`config.mk`:
```
export PLATFORM = sky130hd
export DESIGN_NAME = mppt_adaptive_perturb_observe
export DESIGN_NICKNAME = d
export VERILOG_FILES = /design/src/design/mppt_po_pkg.sv /design/src/design/mppt_adaptive_perturb_observe.sv
export VERILOG_INCLUDE_DIRS = /design/src /design/src/design
export SDC_FILE = /design/constraint.sdc
export NUM_CORES = 2
export LEC_CHECK = 0
export BUFFER_PORTS_ARGS = -buffer_cell sky130_fd_sc_hd__buf_2
export CORE_MARGIN = 8
export CORE_UTILIZATION = 35
export CTS_CLUSTER_SIZE = 14
export DETAILED_ROUTE_END_ITERATION = 12
export HOLD_SLACK_MARGIN = 0.15
export PLACE_DENSITY_LB_ADDON = 0.2
export SLEW_MARGIN = 20
export SYNTH_ARGS = -nofsm -noshare
export SYNTH_HDL_FRONTEND = slang
export SYNTH_SLANG_ARGS = --single-unit
```
`constraint.sdc`:
```
create_clock -name aclk -period 40.1 [get_ports aclk]
set_clock_uncertainty 0.1 [all_clocks]
set_input_delay 2.005 -clock aclk [delete_from_list [all_inputs] [get_ports aclk]]
set_output_delay 2.005 -clock aclk [all_outputs]
set_load 0.05 [all_outputs]
```
`src/design/assert_macros.svh`:
```
// assertion macros for the rtl of the mppt tracker
// no dependencies; clock aclk and reset aresetn are taken from the including module
`ifndef ASSERT_MACROS_SVH
`define ASSERT_MACROS_SVH

// check a property on every rising clock edge outside reset
`define MPPT_ASSERT(label, prop, msg) \
    label: assert property (@(posedge aclk) disable iff (!aresetn) prop) \
        else $error(msg);

// check that a condition in one cycle implies a result in the next
`define MPPT_ASSERT_NEXT(label, cond, res, msg) \
    label: assert property (@(posedge aclk) disable iff (!aresetn) (cond) |=> (res)) \
        else $error(msg);

`endif

```
`src/design/mppt_po_pkg.sv`:
```
// types and constants of the adaptive perturb-and-observe mppt tracker
// no dependencies; imported by the top level
package mppt_po_pkg;

    // field widths
    localparam int VOLT_W  = 16;
    localparam int CURR_W  = 16;
    localparam int TEMP_W  = 12;
    localparam int POWER_W = 32;
    localparam int DUTY_W  = 16;
    localparam int STEP_W  = 16;
    localparam int FAULT_W = 4;

    // stream widths, padded to whole bytes
    localparam int S_TDATA_W = 64;
    localparam int M_TDATA_W = 56;

    // configuration port
    localparam int CFG_ADDR_W = 8;
    localparam int CFG_DATA_W = 32;

    // configuration register indexes
    localparam logic [CFG_ADDR_W-1:0] CFG_DUTY_MIN     = 8'd0;
    localparam logic [CFG_ADDR_W-1:0] CFG_DUTY_MAX     = 8'd1;
    localparam logic [CFG_ADDR_W-1:0] CFG_STEP_MIN     = 8'd2;
    localparam logic [CFG_ADDR_W-1:0] CFG_STEP_MAX     = 8'd3;
    localparam logic [CFG_ADDR_W-1:0] CFG_TEMP_LIMIT   = 8'd4;
    localparam logic [CFG_ADDR_W-1:0] CFG_BATT_LOW     = 8'd5;
    localparam logic [CFG_ADDR_W-1:0] CFG_BATT_HIGH    = 8'd6;
    localparam logic [CFG_ADDR_W-1:0] CFG_POWER_LIMIT  = 8'd7;

    // register reset values
    localparam logic [DUTY_W-1:0]        RST_DUTY_MIN    = 16'd3277;
    localparam logic [DUTY_W-1:0]        RST_DUTY_MAX    = 16'd62259;
    localparam logic [STEP_W-1:0]        RST_STEP_MIN    = 16'd1;
    localparam logic [STEP_W-1:0]        RST_STEP_MAX    = 16'd6554;
    localparam logic signed [TEMP_W-1:0] RST_TEMP_LIMIT  = 12'sd750;
    localparam logic [VOLT_W-1:0]        RST_BATT_LOW    = 16'd10500;
    localparam logic [VOLT_W-1:0]        RST_BATT_HIGH   = 16'd14500;
    localparam logic [POWER_W-1:0]       RST_POWER_LIMIT = 32'd500000000;

    // tracker state reset: step of 0.01
    localparam logic [STEP_W-1:0] RST_STEP = 16'd655;

    // step scaling: (s * k + 5) / 10, divide by 10 as multiply by 2^23/10 rounded up
    localparam int                 SCALE_W     = 20;
    localparam logic [SCALE_W-1:0] GROW_MUL    = 20'd11;
    localparam logic [SCALE_W-1:0] SHRINK_MUL  = 20'd9;
    localparam logic [SCALE_W-1:0] ROUND_ADD   = 20'd5;
    localparam int                 RECIP_W     = 20;
    localparam logic [RECIP_W-1:0] RECIP_TEN   = 20'd838861;
    localparam int                 RECIP_SHIFT = 23;

    // fault bit positions
    localparam int FAULT_OVERTEMP  = 0;
    localparam int FAULT_BATT_LOW  = 1;
    localparam int FAULT_BATT_HIGH = 2;
    localparam int FAULT_OVERLOAD  = 3;

    // one input sample as packed in s_tdata, first field lowest
    typedef struct packed {
        logic [S_TDATA_W-VOLT_W-CURR_W-VOLT_W-TEMP_W-1:0] pad;
        logic signed [TEMP_W-1:0]                         temperature;
        logic [VOLT_W-1:0]                                battery_voltage;
        logic [CURR_W-1:0]                                panel_current;
        logic [VOLT_W-1:0]                                panel_voltage;
    } sample_t;

    // one result as packed in m_tdata, first field lowest
    typedef struct packed {
        logic [M_TDATA_W-DUTY_W-POWER_W-FAULT_W-2:0] pad;
        logic                                        pwm_enable;
        logic [FAULT_W-1:0]                          fault_flags;
        logic [POWER_W-1:0]                          panel_power;
        logic [DUTY_W-1:0]                           duty;
    } result_t;

endpackage

```
`src/design/mppt_adaptive_perturb_observe.sv`:
```
// adaptive perturb-and-observe mppt tracker with sticky faults and pwm latch-off
// depends on mppt_po_pkg and assert_macros.svh
//
//  channel | direction | handshake          | payload
//  s_      | in        | s_tvalid/s_tready  | s_tdata: sample fields
//  m_      | out       | m_tvalid/m_tready  | m_tdata: result fields
//  cfg_    | in        | cfg_valid/cfg_ready| cfg_addr, cfg_data
//
// one sample per cycle when not stalled; input register then result register
// the tracker loop (power compare, step scale, duty clamp) is combinational
// synchronous active-low reset restores config, valid flags and tracker state
// a stalled result holds the result register; one more sample may wait behind it
// configuration writes are accepted every cycle
`include "assert_macros.svh"

module mppt_adaptive_perturb_observe (
    input  logic                                 aclk,
    input  logic                                 aresetn,
    // sample stream
    input  logic                                 s_tvalid,
    output logic                                 s_tready,
    // panel_voltage, panel_current, battery_voltage, temperature, zero pad
    input  logic [mppt_po_pkg::S_TDATA_W-1:0]    s_tdata,
    // result stream
    output logic                                 m_tvalid,
    input  logic                                 m_tready,
    // duty, panel_power, fault_flags, pwm_enable, zero pad
    output logic [mppt_po_pkg::M_TDATA_W-1:0]    m_tdata,
    // configuration writes
    input  logic                                 cfg_valid,
    output logic                                 cfg_ready,
    input  logic [mppt_po_pkg::CFG_ADDR_W-1:0]   cfg_addr,
    input  logic [mppt_po_pkg::CFG_DATA_W-1:0]   cfg_data
);
    import mppt_po_pkg::*;

    // configuration registers
    logic [DUTY_W-1:0]        duty_min_reg;
    logic [DUTY_W-1:0]        duty_max_reg;
    logic [STEP_W-1:0]        step_min_reg;
    logic [STEP_W-1:0]        step_max_reg;
    logic signed [TEMP_W-1:0] temp_limit_reg;
    logic [VOLT_W-1:0]        batt_low_reg;
    logic [VOLT_W-1:0]        batt_high_reg;
    logic [POWER_W-1:0]       power_limit_reg;

    // tracker state
    logic [POWER_W-1:0] last_power_reg,  last_power_next;
    logic [VOLT_W-1:0]  last_voltage_reg, last_voltage_next;
    logic [STEP_W-1:0]  step_size_reg,   step_size_next;
    logic [DUTY_W-1:0]  duty_value_reg,  duty_value_next;
    logic [FAULT_W-1:0] fault_bits_reg,  fault_bits_next;
    logic               pwm_allowed_reg, pwm_allowed_next;

    // pipeline registers
    logic    in_vld_reg;
    sample_t in_reg;
    logic    out_vld_reg;
    result_t out_reg, out_next;

    logic advance;
    logic load_in;

    // handshake: result register frees when taken, input register when it moves on
    assign advance   = !out_vld_reg || m_tready;
    assign s_tready  = !in_vld_reg || advance;
    assign load_in   = s_tvalid && s_tready;
    assign cfg_ready = 1'b1;
    assign m_tvalid  = out_vld_reg;
    assign m_tdata   = out_reg;

    // configuration write decode
    always_ff @(posedge aclk) begin
        if (!aresetn) begin
            duty_min_reg    <= RST_DUTY_MIN;
            duty_max_reg    <= RST_DUTY_MAX;
            step_min_reg    <= RST_STEP_MIN;
            step_max_reg    <= RST_STEP_MAX;
            temp_limit_reg  <= RST_TEMP_LIMIT;
            batt_low_reg    <= RST_BATT_LOW;
            batt_high_reg   <= RST_BATT_HIGH;
            power_limit_reg <= RST_POWER_LIMIT;
        end else if (cfg_valid && cfg_ready) begin
            case (cfg_addr)
                CFG_DUTY_MIN:    duty_min_reg    <= cfg_data[DUTY_W-1:0];
                CFG_DUTY_MAX:    duty_max_reg    <= cfg_data[DUTY_W-1:0];
                CFG_STEP_MIN:    step_min_reg    <= cfg_data[STEP_W-1:0];
                CFG_STEP_MAX:    step_max_reg    <= cfg_data[STEP_W-1:0];
                CFG_TEMP_LIMIT:  temp_limit_reg  <= signed'(cfg_data[TEMP_W-1:0]);
                CFG_BATT_LOW:    batt_low_reg    <= cfg_data[VOLT_W-1:0];
                CFG_BATT_HIGH:   batt_high_reg   <= cfg_data[VOLT_W-1:0];
                CFG_POWER_LIMIT: power_limit_reg <= cfg_data[POWER_W-1:0];
                default: begin
                end
            endcase
        end
    end

    // tracker datapath
    logic [POWER_W-1:0]              power;
    logic                            p_up;
    logic                            v_up;
    logic                            grow;
    logic [SCALE_W-1:0]              grow_num;
    logic [SCALE_W-1:0]              shrink_num;
    logic [SCALE_W+RECIP_W-1:0]      grow_prod;
    logic [SCALE_W+RECIP_W-1:0]      shrink_prod;
    logic [STEP_W:0]                 step_scaled;
    logic [STEP_W:0]                 step_low_cl;
    logic signed [DUTY_W+1:0]        duty_sum;
    logic signed [DUTY_W+1:0]        duty_hi_cl;

    always_comb begin
        // panel power, exact 16x16 product
        power = 32'(in_reg.panel_voltage) * 32'(in_reg.panel_current);
        p_up  = power > last_power_reg;
        v_up  = in_reg.panel_voltage > last_voltage_reg;
        grow  = (p_up == v_up);

        // both step candidates from the current step, rounded half up
        grow_num    = SCALE_W'(step_size_reg) * GROW_MUL + ROUND_ADD;
        shrink_num  = SCALE_W'(step_size_reg) * SHRINK_MUL + ROUND_ADD;
        grow_prod   = (SCALE_W+RECIP_W)'(grow_num) * (SCALE_W+RECIP_W)'(RECIP_TEN);
        shrink_prod = (SCALE_W+RECIP_W)'(shrink_num) * (SCALE_W+RECIP_W)'(RECIP_TEN);
        step_scaled = grow ? grow_prod[RECIP_SHIFT +: STEP_W+1]
                           : shrink_prod[RECIP_SHIFT +: STEP_W+1];

        // step clamp, upper limit wins
        step_low_cl = (step_scaled < {1'b0, step_min_reg}) ? {1'b0, step_min_reg}
                                                            : step_scaled;
        step_size_next = (step_low_cl > {1'b0, step_max_reg}) ? step_max_reg
                                                               : step_low_cl[STEP_W-1:0];

        // duty move, then clamp with lower limit winning
        if (grow) begin
            duty_sum = signed'({2'b00, duty_value_reg}) + signed'({2'b00, step_size_next});
        end else begin
            duty_sum = signed'({2'b00, duty_value_reg}) - signed'({2'b00, step_size_next});
        end
        duty_hi_cl = (duty_sum > signed'({2'b00, duty_max_reg})) ?
                     signed'({2'b00, duty_max_reg}) : duty_sum;
        duty_value_next = (duty_hi_cl < signed'({2'b00, duty_min_reg})) ? duty_min_reg
                                                                   : duty_hi_cl[DUTY_W-1:0];

        last_power_next   = power;
        last_voltage_next = in_reg.panel_voltage;

        // sticky faults and pwm latch-off
        fault_bits_next  = fault_bits_reg;
        pwm_allowed_next = pwm_allowed_reg;
        if (in_reg.temperature > temp_limit_reg) begin
            fault_bits_next[FAULT_OVERTEMP] = 1'b1;
            pwm_allowed_next                = 1'b0;
        end
        if (in_reg.battery_voltage < batt_low_reg) begin
            fault_bits_next[FAULT_BATT_LOW] = 1'b1;
        end
        if (in_reg.battery_voltage > batt_high_reg) begin
            fault_bits_next[FAULT_BATT_HIGH] = 1'b1;
        end
        if (power > power_limit_reg) begin
            fault_bits_next[FAULT_OVERLOAD] = 1'b1;
            pwm_allowed_next                = 1'b0;
        end

        // result word
        out_next             = '0;
        out_next.duty        = duty_value_next;
        out_next.panel_power = power;
        out_next.fault_flags = fault_bits_next;
        out_next.pwm_enable  = pwm_allowed_next;
    end

    // control state and tracker state
    always_ff @(posedge aclk) begin
        if (!aresetn) begin
            in_vld_reg      <= 1'b0;
            out_vld_reg     <= 1'b0;
            last_power_reg  <= '0;
            last_voltage_reg <= '0;
            step_size_reg   <= RST_STEP;
            duty_value_reg  <= '0;
            fault_bits_reg  <= '0;
            pwm_allowed_reg <= 1'b1;
        end else begin
            if (s_tready) begin
                in_vld_reg <= s_tvalid;
            end
            if (advance) begin
                out_vld_reg <= in_vld_reg;
            end
            if (in_vld_reg && advance) begin
                last_power_reg   <= last_power_next;
                last_voltage_reg <= last_voltage_next;
                step_size_reg    <= step_size_next;
                duty_value_reg   <= duty_value_next;
                fault_bits_reg   <= fault_bits_next;
                pwm_allowed_reg  <= pwm_allowed_next;
            end
        end
    end

    // payload registers
    always_ff @(posedge aclk) begin
        if (load_in) begin
            in_reg <= s_tdata;
        end
        if (in_vld_reg && advance) begin
            out_reg <= out_next;
        end
    end

    // pwm stays off once latched
    `MPPT_ASSERT_NEXT(a_pwm_latch, !pwm_allowed_reg, !pwm_allowed_reg,
        "pwm latch released without reset")
    // fault bits never clear outside reset
    `MPPT_ASSERT_NEXT(a_fault_sticky, 1'b1,
        (fault_bits_reg & $past(fault_bits_reg)) == $past(fault_bits_reg),
        "sticky fault bit cleared")
    // a result with pwm off carries a latching fault
    `MPPT_ASSERT(a_pwm_cause,
        m_tvalid && !out_reg.pwm_enable |->
            out_reg.fault_flags[FAULT_OVERTEMP] || out_reg.fault_flags[FAULT_OVERLOAD],
        "pwm off without overtemp or overload")
    // tracker state holds while the pipeline is stalled
    `MPPT_ASSERT_NEXT(a_state_hold, in_vld_reg && !advance,
        $stable(duty_value_reg) && $stable(step_size_reg),
        "tracker state moved during a stall")

endmodule
```
* Word level (Yosys, flattened, before mapping) *
Index checks and enable logic that the tools add are counted.

cells by class
  add/subtract/negate cells = 4
  multiply operators = 5
  order comparisons = 10
  eq/ne operators = 8
  multiplexer cells = 12
  reduce and logical (&&, ||, !) cells = 15

operators with widths
  kind                                                                   count
  20-bit by 20-bit multiplier with 40-bit output, second input constant  2
  32-bit greater-than comparator                                         2
  20-bit by 3-bit adder with 20-bit output, second input constant        2
  16-bit by 4-bit multiplier with 20-bit output, second input constant   2
  18-bit 2-to-1 mux                                                      2
  17-bit 2-to-1 mux                                                      2
  8-bit by 3-bit equality test with 1-bit output, second input constant  4
  16-bit greater-than comparator                                         2
  16-bit by 16-bit multiplier with 32-bit output                         1
  16-bit 2-to-1 mux                                                      2
  18-bit by 17-bit greater-than comparator with 1-bit output             1
  18-bit by 17-bit less-than comparator with 1-bit output                1
  16-bit by 16-bit adder with 17-bit output                              1
  17-bit by 16-bit greater-than comparator with 1-bit output             1
  17-bit by 16-bit less-than comparator with 1-bit output                1
  16-bit by 16-bit subtractor with 17-bit output                         1
  8-bit by 2-bit equality test with 1-bit output, second input constant  2
  16-bit less-than comparator                                            1
  2-bit AND reduction                                                    8
  12-bit greater-than comparator                                         1
  8-bit by 1-bit equality test with 1-bit output, second input constant  1
  8-bit logical NOT                                                      1
  1-bit 2-to-1 mux                                                       6
  1-bit logical AND                                                      2
  3 further kinds                                                        5

storage, ports and cells
  register bits = 340
  output and inout port bits = 59

* Longest topological paths before layout *
  depth in word-level cells = 14
  gate-level depth with buffers = 96
  mapped depth without buffers = 90

* Least setup slack after synthesis *
Ideal clock, no wire load.

  kind = reg-to-reg
  start point = register step_size_reg[0]
  end point = register out_reg (netlist bit m_tdata[15]), data pin
  library setup time = 0.260 ns
  arrival = 18.797 ns
  data required time = 39.740 ns
  slack = 20.943 ns
  stages on the path, launching flop included = 87
  buffers on the path = 6
  cells stage by stage = dfxtp_1 -> inv_1 -> ha_1 -> inv_1 -> ha_1 -> a21o_1 -> ha_1 -> a21o_1 -> a21oi_1 -> o21bai_1 -> a21oi_1 -> o21a_1 -> o21ai_0 -> or4_1 -> a311oi_1 -> xnor2_1 -> ha_1 -> fa_1 -> [... 51 more ...] -> nor2_1 -> o21ai_0 -> nand2b_1 -> a221o_1 -> a221oi_1 -> a21o_1 -> nand2_1 -> clkbuf_1 -> mux2_2 -> ha_1 -> nand4_1 -> inv_1 -> nand3_1 -> or3_1 -> a311o_1 -> o22ai_2 -> buf_2 -> mux2_2

on the way
  cells in the longest elaborated chain, start to end = 14
  elaborated cells between the ends (all ways) = 18

ends and longest elaborated chain
  what                                                                                                                RTL line                                                                    text
  start: declaration                                                                                                  mppt_adaptive_perturb_observe.sv:50                                         logic [STEP_W-1:0] step_size_reg, step_size_next;
  start signal: assignment                                                                                            mppt_adaptive_perturb_observe.sv:195                                        step_size_reg <= step_size_next;
  16-bit by 4-bit multiplier with 20-bit output, on equally long branches                                             mppt_adaptive_perturb_observe.sv:122, mppt_adaptive_perturb_observe.sv:121
  20-bit by 3-bit adder with 20-bit output, on equally long branches                                                  mppt_adaptive_perturb_observe.sv:122, mppt_adaptive_perturb_observe.sv:121
  20-bit by 20-bit multiplier with 40-bit output, on equally long branches                                            mppt_adaptive_perturb_observe.sv:124, mppt_adaptive_perturb_observe.sv:123
  17-bit 2-to-1 mux (*)                                                                                               mppt_adaptive_perturb_observe.sv:125                                        step_scaled = grow ? grow_prod[RECIP_SHIFT +: STEP_W+1]
  17-bit by 16-bit less-than comparator with 1-bit output                                                             mppt_adaptive_perturb_observe.sv:129                                        step_low_cl = (step_scaled < {1'b0, step_min_reg}) ? {1'b0, step_min_reg}
  17-bit 2-to-1 mux (*)                                                                                               mppt_adaptive_perturb_observe.sv:129
  17-bit by 16-bit greater-than comparator with 1-bit output                                                          mppt_adaptive_perturb_observe.sv:131                                        step_size_next = (step_low_cl > {1'b0, step_max_reg}) ? step_max_reg
  16-bit 2-to-1 mux (*)                                                                                               mppt_adaptive_perturb_observe.sv:131
  via step_size_next[1]                                                                                               mppt_adaptive_perturb_observe.sv:50
  16-bit by 16-bit subtractor with 17-bit output / 16-bit by 16-bit adder with 17-bit output (equally long branches)  mppt_adaptive_perturb_observe.sv:138, mppt_adaptive_perturb_observe.sv:136
  18-bit 2-to-1 mux (*)                                                                                               mppt_adaptive_perturb_observe.sv:135                                        if (grow) begin
  18-bit by 17-bit greater-than comparator with 1-bit output                                                          mppt_adaptive_perturb_observe.sv:140                                        duty_hi_cl = (duty_sum > signed'({2'b00, duty_max_reg})) ?
  18-bit 2-to-1 mux (*)                                                                                               mppt_adaptive_perturb_observe.sv:140
  18-bit by 17-bit less-than comparator with 1-bit output                                                             mppt_adaptive_perturb_observe.sv:142                                        duty_value_next = (duty_hi_cl < signed'({2'b00, duty_min_reg})) ? duty_min_reg
  16-bit 2-to-1 mux (*)                                                                                               mppt_adaptive_perturb_observe.sv:142
  via duty_value_next[15]                                                                                             mppt_adaptive_perturb_observe.sv:51                                         logic [DUTY_W-1:0] duty_value_reg, duty_value_next;
  end signal: assignment                                                                                              mppt_adaptive_perturb_observe.sv:209                                        out_reg <= out_next;
  end: declaration                                                                                                    mppt_adaptive_perturb_observe.sv:59                                         result_t out_reg, out_next;

The timed path passes the listed nets; every way through them passes the cells marked *.
A chain may end at the register's enable or synchronous reset.

* Final worst setup path *
  start point = register step_size_reg[0]
  end point = register duty_value_reg[13]

on the way
  cells in the longest elaborated chain, start to end = 14
  elaborated cells between the ends (all ways) = 18

ends and longest elaborated chain
  what                                                                                                                RTL line                                                                    text
  16-bit by 4-bit multiplier with 20-bit output, on equally long branches                                             mppt_adaptive_perturb_observe.sv:122, mppt_adaptive_perturb_observe.sv:121
  20-bit by 3-bit adder with 20-bit output, on equally long branches                                                  mppt_adaptive_perturb_observe.sv:122, mppt_adaptive_perturb_observe.sv:121
  20-bit by 20-bit multiplier with 40-bit output, on equally long branches                                            mppt_adaptive_perturb_observe.sv:124, mppt_adaptive_perturb_observe.sv:123
  17-bit 2-to-1 mux (*)                                                                                               mppt_adaptive_perturb_observe.sv:125
  17-bit by 16-bit less-than comparator with 1-bit output                                                             mppt_adaptive_perturb_observe.sv:129
  17-bit 2-to-1 mux (*)                                                                                               mppt_adaptive_perturb_observe.sv:129
  17-bit by 16-bit greater-than comparator with 1-bit output                                                          mppt_adaptive_perturb_observe.sv:131
  16-bit 2-to-1 mux (*)                                                                                               mppt_adaptive_perturb_observe.sv:131
  via step_size_next[0]                                                                                               mppt_adaptive_perturb_observe.sv:50
  16-bit by 16-bit subtractor with 17-bit output / 16-bit by 16-bit adder with 17-bit output (equally long branches)  mppt_adaptive_perturb_observe.sv:138, mppt_adaptive_perturb_observe.sv:136
  18-bit 2-to-1 mux (*)                                                                                               mppt_adaptive_perturb_observe.sv:135
  18-bit by 17-bit greater-than comparator with 1-bit output                                                          mppt_adaptive_perturb_observe.sv:140
  18-bit 2-to-1 mux (*)                                                                                               mppt_adaptive_perturb_observe.sv:140
  18-bit by 17-bit less-than comparator with 1-bit output                                                             mppt_adaptive_perturb_observe.sv:142
  16-bit 2-to-1 mux (*)                                                                                               mppt_adaptive_perturb_observe.sv:142
  via duty_value_next[13]                                                                                             mppt_adaptive_perturb_observe.sv:51
  end signal: assignment                                                                                              mppt_adaptive_perturb_observe.sv:196                                        duty_value_reg <= duty_value_next;
  end: declaration                                                                                                    mppt_adaptive_perturb_observe.sv:51

Marks and branches as above.

==> impl_metrics.json <==
{
  "die_area_mm2": 0.136,
  "path_class": "reg2reg",
  "drive_gt1_frac": 0.0698,
  "core_mm2": 0.124,
  "crit_required_ps": 40480,
  "numCtsBuffers": 39,
  "gp_congestion": 0.838,
  "num_io_pins": 168,
  "synth_xor_area_frac": 0.0245,
  "ys_warn_count": 0,
  "grt_max_degree": 88,
  "cts_resized": 0,
  "syn-cell-area_mm2": 0.0435,
  "clkLatencyLatePin_ps": 600,
  "synthAdderAreaFrac": 0.456,
  "cp_slowest_cell": "a21oi_4",
  "period_share": 0.596,
  "final_common_cell": "inv_1",
  "setup_viol": 0,
  "ctsRootBufferMaster": "clkbuf_16",
  "syn_area_per_cell_um2": 9.24,
  "drc": 0,
  "path_clk_slew_ps": 60,
  "finalHoldViolCount": 0,
  "yosys.area_share.simple": 0.117,
  "cts_setup_buffers": 0,
  "clock.fmax_mhz": 41.9,
  "worst_pin_slew_ps": 1120,
  "maxSlewHeadroom": 0.251,
  "start_util": 0.352,
  "cts_sinks": 340,
  "start_kind": "register",
  "netlist_instances": 4712,
  "yosysSeqAreaShare": 0.182,
  "portBuffers": 159,
  "grt_pass1_wl_mm": 188,
  "min_path_type": "reg2reg",
  "num_rows": 129,
  "most-common-layout-cells": "inv_1 (906), ha_1 (812), nand2_1 (561)",
  "synthToLayoutAreaGrowth_pct": 9.04,
  "postSynth.asyncResetShare": 0,
  "synth_ff_type": "dfxtp_1",
  "num_vias": 32000,
  "cpPeakStageDelay_ps": 680,
  "stdcell_count": 6480,
  "fin_crit_ps": 23890,
  "crit_arrival_ps": 24270,
  "synth_compound_area_frac": 0.107,
  "drtIter0Drc": 1571,
  "dp_hpwl_mm": 94.2,
  "synth_top_family_by_area": "adder cells",
  "rsz0062_at_grt": "false",
  "cts_tree": "done",
  "clockBufferDepth": 3,
  "routedWlPerCell_um": 18.2,
  "num_antenna_cells": 0,
  "dr.pass1.iters": 5,
  "path_max_fanout": 45,
  "dp.cells": 6408,
  "drv_cap": 0,
  "synthMuxAreaShare": 0.0203,
  "synth_edf_count": 113,
  "drtAntennaViolNets": 0,
  "hold_buffers": 0,
  "nNetsFinal": 6218,
  "status": "complete, no violations",
  "fp.dieH_um": 369,
  "largest_reg_flops": 53,
  "synth-seq-cells": 340,
  "overflow": 0,
  "chipWidth_um": 369,
  "slew_violations": 0,
  "wl_mm": 118,
  "antenna_found_initial": 0,
  "setup_tns_ps": 0,
  "synth_cell_types": 77,
  "grt_use_total": 0.173,
  "critPathCaptureType": "register",
  "grt_pass1_vias": 32900,
  "crit_path_frequent_cell": "ha_1",
  "viasPerCell": 4.93,
  "ctsHtreeMaxLevel": 2
}
==> synth_stat cells, types with 26 or more instances <==
master	instances	area, µm²
inv_1	907	3400
ha_1	812	10200
nand2_1	561	2110
fa_1	485	9710
a21oi_1	272	1360
dfxtp_1	227	4540
and2_1	131	820
nor2_1	122	458
edfxtp_1	113	3390
clkbuf_1	104	390
o21ai_0	95	475
xnor2_1	84	736
a21o_1	74	556
o211ai_1	74	556
nand3_1	60	300
nand4_1	53	332
mux2_2	42	473
mux2i_1	41	410
nor3_1	37	185
xor2_1	36	315
nand2b_1	34	213
o21a_1	31	233
nor2b_1	26	163
==> per-stage QoR <==
step	worst slack (ps)	utilization	hold slack, ps	instance area (µm²)
after floorplan	20940	-	316	43500
after detailed placement	16310	0.373	339	46100
after CTS	16240	0.384	354	47500
after global routing	14820	0.384	369	47500
final	16210	0.384	350	47500
after global placement	16340	0.373	328	46100
==> layer usage <==
layer	vias to the layer above	track usage	wire [µm]
met2	563	0.294	55500
met4	0	0.0279	1780
met3	92	0.0188	4570
met1	15600	0.240	56000
li1	15700	-	-
met5	-	0	0
==> cell families (layout without fill, tap and decap cells) <==
kind of cell,Yosys count,count (layout)
adders and majority gates,1297,1297
and+or+nand+nor,1098,1098
AOI/OAI and AO/OA,724,724
DFF,340,340
other,2,4
buffers and inverters,1047,1176
muxes,83,83
xor gates and xnor gates,121,121
==> cell type report <==
| class | count | area [µm²] |
|---|---|---|
| clock inverter | 20 | 206 |
| clock buffer | 52 | 1130 |
| inverter | 908 | 3420 |
| multi-input combinational | 3327 | 31600 |
| timing repair buffer | 196 | 1080 |
| fill | 12700 | 76200 |
| sequential | 340 | 7940 |
| tap | 1637 | 2050 |
==> worst paths after layout <==
path	slack (ps)	start	end	cells past startpoint
setup reg to reg	16210	step_size_reg[0]$_SDFFE_PN1P_	duty_value_reg[13]$_SDFFE_PN0P_	86
hold / removal	350	fault_bits_reg[3]$_SDFFE_PN0P_	fault_bits_reg[3]$_SDFFE_PN0P_	2
hold reg to reg	350	fault_bits_reg[3]$_SDFFE_PN0P_	fault_bits_reg[3]$_SDFFE_PN0P_	2
setup / recovery	16210	step_size_reg[0]$_SDFFE_PN1P_	duty_value_reg[13]$_SDFFE_PN0P_	86
==> critical path, delay by kind of cell (launching register included) <==
family | cells | cell delay [ps]
AND/OR/NAND/NOR | 17 | 4050
XOR/XNOR | 2 | 810
AO/OA/AOI/OAI | 37 | 8580
multiplexers | 4 | 1540
flip-flops | 1 | 420
adder cells (fa/ha/maj) | 16 | 6000
buffers and inverters | 10 | 2210
Power is not shown: default switching activity piles up to over one toggle a cycle in this logic, so the estimate is an artifact.
